==> config.mk <==
export PLATFORM = sky130hd
export DESIGN_NAME = decimal_number_text_scanner
export DESIGN_NICKNAME = d
export VERILOG_FILES = /design/src/dnts_pkg.sv /design/src/decimal_number_text_scanner.sv /design/src/dnts_scan_core.sv
export SDC_FILE = /design/constraint.sdc
export NUM_CORES = 1
export LEC_CHECK = 0
export ABC_AREA = 0
export BUFFER_PORTS_ARGS = -buffer_cell sky130_fd_sc_hd__buf_2
export CORE_MARGIN = 5
export CORE_UTILIZATION = 40
export CTS_CLUSTER_SIZE = 28
export DETAILED_ROUTE_END_ITERATION = 16
export MAX_ROUTING_LAYER = met4
export PLACE_DENSITY_LB_ADDON = 0.08
export SYNTH_ARGS = -nofsm -noshare
export SYNTH_HDL_FRONTEND = slang
export SYNTH_HIERARCHICAL = 1
export SYNTH_SLANG_ARGS = --single-unit
==> constraint.sdc <==
create_clock -name clk_i -period 13.4 [get_ports clk_i]
set_input_delay 2.68 -clock clk_i [delete_from_list [all_inputs] [get_ports clk_i]]
set_output_delay 2.68 -clock clk_i [all_outputs]
set_load 0.01 [all_outputs]
==> src/dnts_pkg.sv <==
`timescale 1ns / 1ps
// ----------------------------------------------------------------------------
// dnts_pkg
// Shared constants, types and character classing for the decimal number
// text scanner.
// ----------------------------------------------------------------------------
package dnts_pkg;

  localparam int unsigned MaxSigDigits = 18;
  localparam int unsigned MaxExp       = 9999;
  localparam int unsigned ScaleLimit   = 10000;

  localparam int unsigned MantW  = 60;
  localparam int unsigned ExpW   = 16;
  localparam int unsigned EaccW  = 14;
  localparam int unsigned SigW   = 5;

  localparam logic [7:0] ChSpace = 8'h20;
  localparam logic [7:0] ChTab   = 8'h09;
  localparam logic [7:0] ChCr    = 8'h0D;
  localparam logic [7:0] ChPlus  = 8'h2B;
  localparam logic [7:0] ChMinus = 8'h2D;
  localparam logic [7:0] ChPoint = 8'h2E;
  localparam logic [7:0] ChZero  = 8'h30;
  localparam logic [7:0] ChNine  = 8'h39;
  localparam logic [7:0] ChLowE  = 8'h65;
  localparam logic [7:0] ChUpE   = 8'h45;

  typedef struct packed {
    logic       blank;
    logic       digit;
    logic       sign;
    logic       minus;
    logic       point;
    logic       expo;
    logic [3:0] value;
  } char_class_t;

  typedef struct packed {
    logic                   negative;
    logic [MantW-1:0]       mantissa;
    logic signed [ExpW-1:0] dec_exponent;
    logic                   no_digits;
    logic                   truncated;
  } scan_result_t;

  function automatic char_class_t classify(input logic [7:0] c);
    char_class_t cc;
    logic [7:0]  diff;
    diff     = c - ChZero;
    cc.blank = (c == ChSpace) || ((c >= ChTab) && (c <= ChCr));
    cc.digit = (c >= ChZero) && (c <= ChNine);
    cc.sign  = (c == ChPlus) || (c == ChMinus);
    cc.minus = (c == ChMinus);
    cc.point = (c == ChPoint);
    cc.expo  = (c == ChLowE) || (c == ChUpE);
    cc.value = diff[3:0];
    return cc;
  endfunction

endpackage

==> src/decimal_number_text_scanner.sv <==
`timescale 1ns / 1ps
// a result is on the master side in the cycle after the final character's transfer
// throughput: one character per cycle when ready; one mul-by-ten-and-add per character
// a result not yet taken holds off the slave side; taking it frees the input that cycle
// reset: asynchronous, active low; scanner returns to the white space phase,
// output register empties
// ----------------------------------------------------------------------------
// decimal_number_text_scanner
// Streams characters in and emits sign, mantissa and decimal exponent of the
// scanned number on each character marked last.
// ----------------------------------------------------------------------------
module decimal_number_text_scanner (
  input  logic        clk_i,
  input  logic        rst_ni,
  input  logic        s_axis_tvalid_i,
  output logic        s_axis_tready_o,
  input  logic [7:0]  s_axis_tdata_i,   // [7:0] ch
  input  logic        s_axis_tlast_i,
  output logic        m_axis_tvalid_o,
  input  logic        m_axis_tready_i,
  output logic [79:0] m_axis_tdata_o,   // [0] negative, [60:1] mantissa,
                                        // [76:61] dec_exponent, [79:77] zero
  output logic [1:0]  m_axis_tuser_o    // [0] no_digits, [1] truncated
);

  logic                   in_xfer;
  logic                   out_valid_q;
  dnts_pkg::scan_result_t res, res_q;

  assign s_axis_tready_o = !out_valid_q || m_axis_tready_i;
  assign in_xfer         = s_axis_tvalid_i && s_axis_tready_o;

  dnts_scan_core u_core (
    .clk_i    (clk_i),
    .rst_ni   (rst_ni),
    .en_i     (in_xfer),
    .ch_i     (s_axis_tdata_i),
    .last_i   (s_axis_tlast_i),
    .result_o (res)
  );

  always_ff @(posedge clk_i or negedge rst_ni) begin
    if (!rst_ni) begin
      out_valid_q <= 1'b0;
    end else if (in_xfer && s_axis_tlast_i) begin
      out_valid_q <= 1'b1;
    end else if (m_axis_tready_i) begin
      out_valid_q <= 1'b0;
    end
  end

  always_ff @(posedge clk_i) begin
    if (in_xfer && s_axis_tlast_i) begin
      res_q <= res;
    end
  end

  assign m_axis_tvalid_o = out_valid_q;
  assign m_axis_tdata_o  = {3'b000, res_q.dec_exponent, res_q.mantissa, res_q.negative};
  assign m_axis_tuser_o  = {res_q.truncated, res_q.no_digits};

endmodule

==> src/dnts_scan_core.sv <==
`timescale 1ns / 1ps
// ----------------------------------------------------------------------------
// dnts_scan_core
// Per-character scan state: phase, sign, mantissa accumulator, scale and
// exponent accumulators; forms the result on the final character.
// ----------------------------------------------------------------------------
module dnts_scan_core (
  input  logic                  clk_i,
  input  logic                  rst_ni,
  input  logic                  en_i,
  input  logic [7:0]            ch_i,
  input  logic                  last_i,
  output dnts_pkg::scan_result_t result_o
);

  typedef enum logic [2:0] {
    PhSpace,
    PhInt,
    PhFrac,
    PhExpStart,
    PhExpDigits,
    PhDone
  } phase_e;

  localparam logic [dnts_pkg::SigW-1:0] SigMax = dnts_pkg::SigW'(dnts_pkg::MaxSigDigits);
  localparam logic signed [dnts_pkg::ExpW-1:0] ScaleHi =
    dnts_pkg::ExpW'(dnts_pkg::ScaleLimit);
  localparam logic signed [dnts_pkg::ExpW-1:0] ScaleLo =
    -dnts_pkg::ExpW'(dnts_pkg::ScaleLimit);
  localparam logic signed [dnts_pkg::ExpW-1:0] ScaleOne = dnts_pkg::ExpW'(1);
  localparam logic [16:0] ExpMax17 = 17'(dnts_pkg::MaxExp);

  phase_e                                phase_q, phase_d;
  logic                                  sign_neg_q, sign_neg_d;
  logic [dnts_pkg::MantW-1:0]            mant_q, mant_d;
  logic signed [dnts_pkg::ExpW-1:0]      scale_q, scale_d;
  logic [dnts_pkg::SigW-1:0]             sig_q, sig_d;
  logic                                  exp_neg_q, exp_neg_d;
  logic [dnts_pkg::EaccW-1:0]            eacc_q, eacc_d;
  logic                                  seen_q, seen_d;
  logic                                  lost_q, lost_d;

  dnts_pkg::char_class_t cc;
  logic                  take_mant, in_frac, take_exp, scale_up, scale_dn;
  logic [16:0]           exp_next;
  logic signed [16:0]    exp_signed, e_sum;

  assign cc = dnts_pkg::classify(ch_i);

  always_comb begin
    phase_d    = phase_q;
    sign_neg_d = sign_neg_q;
    mant_d     = mant_q;
    scale_d    = scale_q;
    sig_d      = sig_q;
    exp_neg_d  = exp_neg_q;
    eacc_d     = eacc_q;
    seen_d     = seen_q;
    lost_d     = lost_q;
    take_mant  = 1'b0;
    in_frac    = 1'b0;
    take_exp   = 1'b0;
    scale_up   = 1'b0;
    scale_dn   = 1'b0;
    exp_next   = 17'(eacc_q) * 17'd10 + 17'(cc.value);

    if (en_i) begin
      unique case (phase_q)
        PhSpace: begin
          if (cc.blank) begin
            phase_d = PhSpace;
          end else if (cc.sign) begin
            sign_neg_d = cc.minus;
            phase_d    = PhInt;
          end else if (cc.digit) begin
            take_mant = 1'b1;
            phase_d   = PhInt;
          end else if (cc.point) begin
            phase_d = PhFrac;
          end else begin
            phase_d = PhDone;
          end
        end
        PhInt: begin
          if (cc.digit) begin
            take_mant = 1'b1;
          end else if (cc.point) begin
            phase_d = PhFrac;
          end else if (cc.expo && seen_q) begin
            phase_d = PhExpStart;
          end else begin
            phase_d = PhDone;
          end
        end
        PhFrac: begin
          if (cc.digit) begin
            take_mant = 1'b1;
            in_frac   = 1'b1;
          end else if (cc.expo && seen_q) begin
            phase_d = PhExpStart;
          end else begin
            phase_d = PhDone;
          end
        end
        PhExpStart: begin
          if (cc.sign) begin
            exp_neg_d = cc.minus;
            phase_d   = PhExpDigits;
          end else if (cc.digit) begin
            take_exp = 1'b1;
            phase_d  = PhExpDigits;
          end else begin
            phase_d = PhDone;
          end
        end
        PhExpDigits: begin
          if (cc.digit) begin
            take_exp = 1'b1;
          end else begin
            phase_d = PhDone;
          end
        end
        default: begin
          phase_d = PhDone;
        end
      endcase
    end

    // mantissa digit
    if (take_mant) begin
      seen_d = 1'b1;
      if ((mant_q == '0) && (cc.value == 4'd0)) begin
        scale_dn = in_frac;
      end else if (sig_q < SigMax) begin
        mant_d   = mant_q * dnts_pkg::MantW'(10) + dnts_pkg::MantW'(cc.value);
        sig_d    = sig_q + 1'b1;
        scale_dn = in_frac;
      end else begin
        lost_d   = 1'b1;
        scale_up = !in_frac;
      end
    end

    // scale moves by one and saturates
    if (scale_up) begin
      if (scale_q == ScaleHi) begin
        lost_d = 1'b1;
      end else begin
        scale_d = scale_q + ScaleOne;
      end
    end else if (scale_dn) begin
      if (scale_q == ScaleLo) begin
        lost_d = 1'b1;
      end else begin
        scale_d = scale_q - ScaleOne;
      end
    end

    // exponent digit
    if (take_exp) begin
      if (exp_next > ExpMax17) begin
        eacc_d = dnts_pkg::EaccW'(dnts_pkg::MaxExp);
        lost_d = 1'b1;
      end else begin
        eacc_d = exp_next[dnts_pkg::EaccW-1:0];
      end
    end

    exp_signed = exp_neg_d ? -$signed(17'(eacc_d)) : $signed(17'(eacc_d));
    e_sum      = 17'(scale_d) + exp_signed;

    result_o.negative = sign_neg_d;
    if (seen_d) begin
      result_o.mantissa     = mant_d;
      result_o.dec_exponent = e_sum[dnts_pkg::ExpW-1:0];
      result_o.no_digits    = 1'b0;
      result_o.truncated    = lost_d;
    end else begin
      result_o.mantissa     = '0;
      result_o.dec_exponent = '0;
      result_o.no_digits    = 1'b1;
      result_o.truncated    = 1'b0;
    end

    // back to the start after the final character
    if (en_i && last_i) begin
      phase_d    = PhSpace;
      sign_neg_d = 1'b0;
      mant_d     = '0;
      scale_d    = '0;
      sig_d      = '0;
      exp_neg_d  = 1'b0;
      eacc_d     = '0;
      seen_d     = 1'b0;
      lost_d     = 1'b0;
    end
  end

  always_ff @(posedge clk_i or negedge rst_ni) begin
    if (!rst_ni) begin
      phase_q    <= PhSpace;
      sign_neg_q <= 1'b0;
      mant_q     <= '0;
      scale_q    <= '0;
      sig_q      <= '0;
      exp_neg_q  <= 1'b0;
      eacc_q     <= '0;
      seen_q     <= 1'b0;
      lost_q     <= 1'b0;
    end else begin
      phase_q    <= phase_d;
      sign_neg_q <= sign_neg_d;
      mant_q     <= mant_d;
      scale_q    <= scale_d;
      sig_q      <= sig_d;
      exp_neg_q  <= exp_neg_d;
      eacc_q     <= eacc_d;
      seen_q     <= seen_d;
      lost_q     <= lost_d;
    end
  end

endmodule
==> results of run 1 <==
-- layer usage --
metal | global-route usage [%] | vias up | part of all wire (%)
li1 | - | 7202 | -
met1 | 32.5 | 7073 | 49
met3 | 4.36 | 62 | 5.1
met5 | - | - | 0
met4 | 7.08 | 0 | 2.3
met2 | 34.7 | 361 | 43
-- power groups by stage --
stage / logic [uW] / registers, uW / clock network, uW
3_3_place_gp: 144 / 617 / 0
3_5_place_dp: 145 / 617 / 0
5_1_grt: 161 / 607 / 593
4_1_cts: 146 / 605 / 573
2_1_floorplan: 95.5 / 616 / 0
6_report: 145 / 605 / 557
-- stage by stage --
| stage | total power (uW) | setup WS [ns] | hold WS [ns] | cell area, sq um | utilization, % |
|---|---|---|---|---|---|
| global placement | 761 | 4.02 | 0.508 | 17300 | 42.5 |
| CTS | 1320 | 4.36 | 0.544 | 17900 | 44.0 |
| finish | 1310 | 4.24 | 0.548 | 18000 | 44.1 |
| global route | 1360 | 3.66 | 0.598 | 18000 | 44.1 |
| floorplan | 712 | 5.05 | 0.489 | 16500 | - |
| detailed placement | 762 | 3.86 | 0.525 | 17300 | 42.5 |
-- logic make-up after synthesis --
kind of cell | Yosys count | synth area share (%)
adder cells (fa/ha/maj) | 166 | 12.9
flip-flops | 182 | 30.1
AO/OA/AOI/OAI | 473 | 19.6
buffers and inverters | 127 | 3.36
XOR/XNOR | 136 | 7.29
AND/OR/NAND/NOR | 799 | 24.8
other | 1 | 0.0228
multiplexers | 32 | 2.00
-- synth_stat cells, drive strengths merged, types with 16 or more instances --
master,count,area [sq um]
inv,47,176
nand2,133,499
o21ai,88,444
mux2i,25,250
nand4,45,294
nor4,42,297
a211oi,25,188
edfxtp,79,2370
o211ai,20,155
nor2,272,1020
o21a,22,166
xnor2,74,656
and2,46,292
nand2b,24,158
dfrtp,103,2580
a21oi,134,671
ha,161,2010
nor2b,16,108
buf,30,175
nand3,51,273
a21o,35,265
or3,26,168
xor2,62,543
and3,17,106
nor3,70,377
clkbuf,48,180
-- cell type report --
class                           count  area (sq um)  share of cell area, %
Inverter                           47           176                  0.983
Antenna cell                        5          12.5                 0.0697
Timing Repair Buffer              105           558                   3.11
Clock buffer                       17           425                   2.37
Sequential cell                   182          4950                   27.6
Clock inverter                     15           209                   1.16
Tap cell                          532           666                   3.71
Multi-Input combinational cell   1609         11000                   61.0
-- critical path, delay by kind of cell --
| kind | cells | cell delay [ns] |
|---|---|---|
| simple gates | 7 | 1.35 |
| mux | 1 | 0.18 |
| fa+ha+maj | 4 | 1.07 |
| buf+inv | 2 | 0.28 |
| xor+xnor | 1 | 0.15 |
| compound gates | 14 | 3.80 |
-- state kept, by name, summed over array words and instances, names as in the netlist --
register           count
m_axis_tvalid_o        1
u_core/scale_q        16
u_core/exp_neg_q       1
u_core/eacc_q         14
m_axis_tdata_o        77
u_core/sign_neg_q      1
u_core/lost_q          1
m_axis_tuser_o         2
u_core/mant_q         60
u_core/sig_q           5
u_core/phase_q         3
u_core/seen_q          1
-- worst paths after layout --
kind / start / endpoint / slack, ns / depth (start not counted)
worst max-delay path: s_axis_tdata_i[1] / m_axis_tdata_o[76] / 4.24 / 29
max in group asynchronous: rst_ni / u_core/mant_q[10] / 9.93 / 2
worst max register to register: u_core/eacc_q[1] / m_axis_tdata_o[76] / 5.48 / 29
min in group asynchronous: rst_ni / u_core/mant_q[55] / 2.16 / 1
worst min register to register: u_core/sig_q[4] / u_core/sig_q[4] / 0.55 / 2
worst min-delay path: u_core/sig_q[4] / u_core/sig_q[4] / 0.55 / 2
==> flow_summary_export.csv, run 1 <==
group,metric,value,unit
drt,postRouteWirelength,50800,um
cells_and_area,layout_common_cells,"272 x nor2_1, 161 x ha_1, 134 x a21oi_1",
cts,cts_tree,"yes",
setup_path,start_kind,"input pin",
grt,grt_max_degree,78,
cts,cts.sinks,182,
flow_run,maxCapViolations,0,
grt,overflow,0,
drt,drc,0,
cells_and_area,final_cell_count_no_fill,2512,
setup_path,worstPathArrival,9.52,ns
logic_synthesis,synth_edf_count,79,
power_and_ir_drop,switchingPower,377,uW
timing,finalHoldViolCount,0,
grt,globalRouteTotalUtil,23.3,%
power_and_ir_drop,pwr-share-clk,42.6,%
logic_synthesis,syn_avg_cell_area,8.58,sq um
timing,max_freq,109,MHz
setup_path,cp-end-kind,"flop",
timing,grt_setup_unrepaired,"false",
timing,setup_viol,0,
cts,post_cts_buffers,0,
placed_design,globalplace.congestion,0.932,
placed_design,port_buffers,93,
logic_synthesis,synth_area,16400,sq um
logic_synthesis,ys_types,109,
floorplanning,io_pins,97,
power_and_ir_drop,p_int,930,uW
cells_and_area,drive_above_1_share,10.2,%
logic_synthesis,synthCells,1916,
timing,report.final.slew_viol_count,0,
cts,clk_pin_slew,0.08,ns
timing,period_share,68.4,%
logic_synthesis,ys_seq_area_share,30.1,%
grt,antenna_found_initial,4,
setup_path,path_class,"input pin to flop",
setup_path,cpMaxStageDelayCell,"a2111oi_1",
setup_path,path_max_fanout,17,
setup_path,crit_path_max_incr_delay,0.63,ns
min_path,hold_class,"flop to flop",
floorplanning,die_w,213,um
setup_path,required,13.76,ns
power_and_ir_drop,pwr-share-seq,46.3,%
drt,avgRoutedWirePerCell,20.2,um
cts,cts_htree_levels,4,
timing,period_needed,9.16,ns
drt,drt_iter0_drc,1016,
drt,postRouteAntennaNets,0,
logic_synthesis,yosys_warnings,6,
power_and_ir_drop,peakVddDrop,0.000128,V
placed_design,place_hpwl,39400,um
timing,slew_headroom,24.0,%
placed_design,dp.cells,2475,
cts,hold_buffers,0,
cells_and_area,fillers,4133,
drt,viasPerCell,5.85,
grt,grt_pass1_wl,80800,um
logic_synthesis,synth-main-ff-cell,"dfrtp_1",
cells_and_area,nNetsFinal,2141,
floorplanning,die_h,213,um
power_and_ir_drop,cellLeakagePower,0.00788,uW
floorplanning,start_util,40.4,%
timing,max_slew.worst_pin.slew,1.13,ns
outcome,status,"complete, no violations",
cts,clock_latency,0.50,ns
logic_synthesis,synth_async_sr_flop_share,56.6,%
cts,cts-root-buf,"clkbuf_16",
power_and_ir_drop,sw_frac_of_total,28.9,%
power_and_ir_drop,power_frac_comb,11.1,%
grt,grt_pass1_vias,14500,
logic_synthesis,synth-seq-cells,182,
timing,final.setup.tns,0,ns
floorplanning,rows,74,
drt,first_pass_iters,5,
cts,numCtsBuffers,17,
cells_and_area,syn_to_final_growth,9.18,%
power_and_ir_drop,power_density,72.8,nW/um^2
floorplanning,die_area,45300,sq um
cts,cts_resized,0,
timing,clock_skew,0.0215,ns
cts,clockBufferDepth,2,
drt,vias,14700,
cells_and_area,final_common_cell,"nor2_1",
floorplanning,coreArea,40700,sq um
(Power assumes the default switching activity.)
==> run 2: changes to the inputs <==
==> constraint.sdc (replaced) <==
create_clock -name clk_i -period 8.58 [get_ports clk_i]
set_input_delay 1.716 -clock clk_i [delete_from_list [all_inputs] [get_ports clk_i]]
set_output_delay 1.716 -clock clk_i [all_outputs]
set_load 0.01 [all_outputs]
==> run 2 against run 1 <==
Against the previous run:
- cell count did not move
- die area did not move
- largest cell class unchanged
- global-route usage fell by 0.31 points
==> flow_summary_export.csv, run 2 (synthesis results as in run 1) <==
group,metric,value,unit
outcome,status,"complete, no violations",
cts,post_cts_buffers,0,
drt,postRouteWirelength,50600,um
setup_path,crit_family,"compound AO/OA/AOI/OAI gates",
drt,top_layer_used,"met4",
drt,wl_met3,2300,um
cts,clk_pin_slew,0.08,ns
grt,antenna_found_initial,5,
cts,cts-root-buf,"clkbuf_16",
timing,grt_setup_unrepaired,"false",
setup_path,worstPathArrival,8.34,ns
cts,clockBufferDepth,2,
floorplanning,io_pins,97,
grt,grt_pass1_wl,80400,um
timing,slew_headroom,37.5,%
setup_path,start_kind,"input pin",
power_and_ir_drop,sw_frac_of_total,28.7,%
cells_and_area,largest_reg_flops,77,
timing,finalHoldViolCount,0,
cells_and_area,layout_common_cells,"272 x nor2_1, 161 x ha_1, 134 x a21oi_1",
power_and_ir_drop,pwr-share-seq,47.3,%
placed_design,globalplace.congestion,0.920,
power_and_ir_drop,peakVddDrop,0.000136,V
floorplanning,die_area,45300,sq um
grt,grt_pass1_vias,14300,
drt,first_pass_iters,5,
timing,max_slew.worst_pin.slew,0.937,ns
placed_design,dp.cells,2476,
floorplanning,die_w,213,um
placed_design,port_buffers,93,
cts,cts_tree,"yes",
grt,globalRouteTotalUtil,23.0,%
grt,grt_max_degree,78,
setup_path,required,8.91,ns
cts,cts.sinks,182,
power_and_ir_drop,switchingPower,573,uW
drt,drc,0,
floorplanning,rows,74,
power_and_ir_drop,pwr-share-clk,41.2,%
power_and_ir_drop,power_density,111,nW/um^2
drt,dr_wl_met2,21800,um
setup_path,cpMaxStageDelayCell,"a2111oi_1",
timing,max_freq,125,MHz
timing,report.final.slew_viol_count,0,
placed_design,place_hpwl,39200,um
drt,avgRoutedWirePerCell,20.1,um
drt,vias,14800,
cts,cts_htree_levels,4,
cells_and_area,syn_to_final_growth,9.05,%
timing,clock_skew,0.0166,ns
power_and_ir_drop,power_frac_comb,11.4,%
setup_path,cp-end-kind,"flop",
drt,wl_met1,25200,um
power_and_ir_drop,p_int,1420,uW
cells_and_area,nNetsFinal,2142,
drt,postRouteAntennaNets,0,
setup_path,crit_path_max_incr_delay,0.70,ns
setup_path,path_buf_inv,2,
floorplanning,start_util,40.4,%
cells_and_area,final_cell_count_no_fill,2512,
cells_and_area,drive_above_1_share,10.2,%
min_path,hold_class,"flop to flop",
setup_path,path_class,"input pin to flop",
cts,clock_latency,0.46,ns
floorplanning,die_h,213,um
timing,setup_viol,0,
floorplanning,coreArea,40700,sq um
timing,layout_setup_ws,0.563,ns
cts,numCtsBuffers,17,
timing,period_share,93.4,%
cts,cts_resized,0,
timing,period_needed,8.02,ns
placed_design,place_ws,0.284,ns
grt,overflow,0,
setup_path,path_max_fanout,12,
cts,hold_buffers,0,
power_and_ir_drop,cellLeakagePower,0.00787,uW
flow_run,maxCapViolations,0,
timing,final.setup.tns,0,ns
drt,drt_iter0_drc,1212,
cells_and_area,final_common_cell,"nor2_1",
drt,viasPerCell,5.88,
==> run 2: changes by cell type in the layout (fill, tap and decap cells not counted), sizes merged <==
| cell | change |
|---|---|
| inv | +2 |
| buf | +1 |
| bufinv | -1 |
| clkinv | -1 |
| diode | -1 |
==> run 2: final cells by class <==
cell class	count	area [sq um]
clock inverter	15	184
tap	532	666
timing repair buffer	106	566
sequential	182	4950
multi-input combinational	1609	11000
antenna	4	10.0
inverter	47	176
fill	4118	22800
clock buffer	17	425
==> run 2: metrics by stage <==
stage | utilization (%) | hold WS (ns) | total power, uW | cell area [sq um]
after floorplan | - | 0.489 | 1110 | 16500
after global placement | 42.5 | 0.511 | 1190 | 17300
after detailed placement | 42.5 | 0.529 | 1190 | 17300
after CTS | 44.0 | 0.546 | 2020 | 17900
after global routing | 44.0 | 0.601 | 2090 | 17900
final | 44.0 | 0.543 | 2000 | 17900
==> run 2: power groups by stage <==
stage               Sequential [uW]  Combinational (uW)  Clock (uW)
floorplan                       962                 149           0
global placement                963                 226           0
detailed placement              963                 228           0
CTS                             945                 229         845
global route                    948                 253         886
finish                          945                 228         824
==> run 2: metal layers <==
metal | vias up | GRT usage (%)
met4 | 0 | 6.67
li1 | 7218 | -
met2 | 420 | 34.2
met3 | 73 | 3.07
met5 | - | -
met1 | 7069 | 33.0
==> run 2: worst min-delay path, cell delays in order (launching register included) <==
cell and delay [ns]:
dfrtp_1 0.37, a41oi_1 0.05, nor2_1 0.08
==> run 2: final timing paths <==
check                                      to  depth (start not counted)  slack, ns               from
setup / recovery           m_axis_tdata_o[76]                         29       0.56  s_axis_tdata_i[1]
hold / removal                u_core/sig_q[4]                          2       0.54    u_core/sig_q[4]
setup reg to reg           m_axis_tdata_o[76]                         30       0.86   u_core/eacc_q[1]
min in group asynchronous  u_core/scale_q[12]                          1       1.33             rst_ni
hold reg to reg               u_core/sig_q[4]                          2       0.54    u_core/sig_q[4]
max in group asynchronous   u_core/mant_q[21]                          2       6.00             rst_ni
==> run 3: changes to the inputs <==
--- a/config.mk
+++ b/config.mk
@@ -13,6 +13,7 @@
 export DETAILED_ROUTE_END_ITERATION = 16
 export MAX_ROUTING_LAYER = met4
 export PLACE_DENSITY_LB_ADDON = 0.08
+export RECOVER_POWER = 50
 export SYNTH_ARGS = -nofsm -noshare
 export SYNTH_HDL_FRONTEND = slang
 export SYNTH_HIERARCHICAL = 1
==> run 3 against run 2 <==
Against the previous run:
- largest cell class unchanged
- sequential share of layout area increased by 0.19 points
- hold slack got worse by 0.0027 ns
- the run now ends with max-capacitance violations, max-slew violations left
- wire length decreased by 0.17%
==> flow_summary_export.csv, run 3 (synthesis results as in run 1) <==
group,metric,value,unit
outcome,status,"finished with violations",
outcome,failed_checks,"max-capacitance violations, max-slew violations",
drt,drc,0,
floorplanning,start_util,40.4,%
cts,clock_latency,0.46,ns
placed_design,place_hpwl,39200,um
drt,postRouteAntennaNets,0,
cts,numCtsBuffers,17,
floorplanning,io_pins,97,
cells_and_area,utilization,43.7,%
drt,vias,14700,
timing,period_needed,8.01,ns
cts,post_cts_buffers,0,
grt,overflow,0,
grt,globalRouteTotalUtil,23.0,%
setup_path,worstPathArrival,8.33,ns
grt,grt_pass1_vias,14300,
setup_path,worst-r2r-setup-slack,0.88,ns
placed_design,port_buffers,93,
timing,timing.hold.ws,0.540,ns
cts,cts_resized,0,
setup_path,path_class,"input pin to flop",
drt,avgRoutedWirePerCell,20.1,um
grt,grt_pass1_wl,80400,um
timing,clock_skew,0.0167,ns
drt,postRouteWirelength,50500,um
min_path,hold_class,"flop to flop",
timing,period_share,93.3,%
power_and_ir_drop,cellLeakagePower,0.00761,uW
setup_path,cpMaxStageDelayCell,"a2111oi_1",
setup_path,start_kind,"input pin",
min_path,hold_path.startpoint,"u_core/sig_q[4]",
floorplanning,coreArea,40700,sq um
setup_path,required,8.90,ns
cts,cts_tree,"yes",
drt,drt_iter0_drc,1126,
cts,clockBufferDepth,2,
cells_and_area,layout_common_cells,"272 x nor2_1, 161 x ha_1, 134 x a21oi_1",
timing,final.setup.tns,0,ns
timing,finalHoldViolCount,0,
timing,setup_viol,0,
cts,cts.sinks,182,
power_and_ir_drop,power_density,112,nW/um^2
drt,viasPerCell,5.86,
grt,grt_max_degree,78,
drt,first_pass_iters,7,
cells_and_area,largest_reg_flops,77,
setup_path,cp-end-kind,"flop",
power_and_ir_drop,peakVddDrop,0.000135,V
setup_path,crit_path_max_incr_delay,0.69,ns
floorplanning,die_area,45300,sq um
cts,clk_pin_slew,0.08,ns
cells_and_area,nNetsFinal,2142,
cells_and_area,final_cell_area,17800,sq um
cells_and_area,syn_to_final_growth,8.29,%
cells_and_area,drive_above_1_share,5.82,%
cells_and_area,final_common_cell,"nor2_1",
cts,hold_buffers,0,
cts,cts_htree_levels,4,
setup_path,path_max_fanout,12,
setup_path,startpoint,"s_axis_tdata_i[1]",
setup_path,crit_family,"compound AO/OA/AOI/OAI gates",
placed_design,globalplace.congestion,0.920,
setup_path,path_buf_inv,2,
flow_run,maxCapViolations,4,
timing,max_slew.worst_pin.slew,3.30,ns
timing,slew_headroom,-120,%
cts,cts-root-buf,"clkbuf_16",
timing,grt_setup_unrepaired,"false",
floorplanning,rows,74,
placed_design,post_dp_cell_area,17300,sq um
setup_path,rr_startpoint,"u_core/eacc_q[1]",
timing,max_freq,125,MHz
floorplanning,die_w,213,um
floorplanning,die_h,213,um
grt,antenna_found_initial,5,
timing,report.final.slew_viol_count,188,
==> run 3: area by class of cell <==
class	instances	area, sq um
Multi-Input combinational cell	1609	11000
Fill cell	4163	22900
Antenna cell	4	10.0
Inverter	47	176
Timing Repair Buffer	106	448
Clock buffer	17	425
Clock inverter	15	184
Sequential cell	182	4950
Tap cell	532	666
==> run 3: metrics by stage <==
stage	std cells	setup WS, ns	total power [uW]
floorplan	1918	1.19	1110
global placement	2476	0.534	1190
detailed placement	2476	0.284	1190
CTS	2508	0.708	2020
global route	2512	0.0582	2080
finish	2512	0.574	1990
==> run 3: path summary, 6_finish.rpt <==
| kind | end | depth (start not counted) |
|---|---|---|
| worst max-delay path | m_axis_tdata_o[76] | 29 |
| worst min-delay path | u_core/sig_q[4] | 2 |
| worst max register to register | m_axis_tdata_o[76] | 30 |
| worst min register to register | u_core/sig_q[4] | 2 |
| max in group asynchronous | u_core/mant_q[21] | 2 |
| min in group asynchronous | u_core/scale_q[12] | 1 |
==> run 3: report_power, final <==
part	total [uW]	internal, uW	switching (uW)
Clock	823	418	404
Combinational	222	71.4	150
Sequential	947	930	16.8
Total	1990	1420	572
==> run 3: per-layer routing <==
layer | global-route usage, % | part of all wire [%] | up-vias
li1 | - | - | 7218
met4 | 6.67 | 2.7 | 0
met2 | 34.2 | 43 | 423
met5 | - | 0 | -
met1 | 33.0 | 49 | 7010
met3 | 3.07 | 5.4 | 75
==> run 3: tightest hold or removal path, stage by stage (launching register included) <==
cell and delay [ns]:
dfrtp_1 0.37, a41oi_1 0.05, nor2_1 0.08
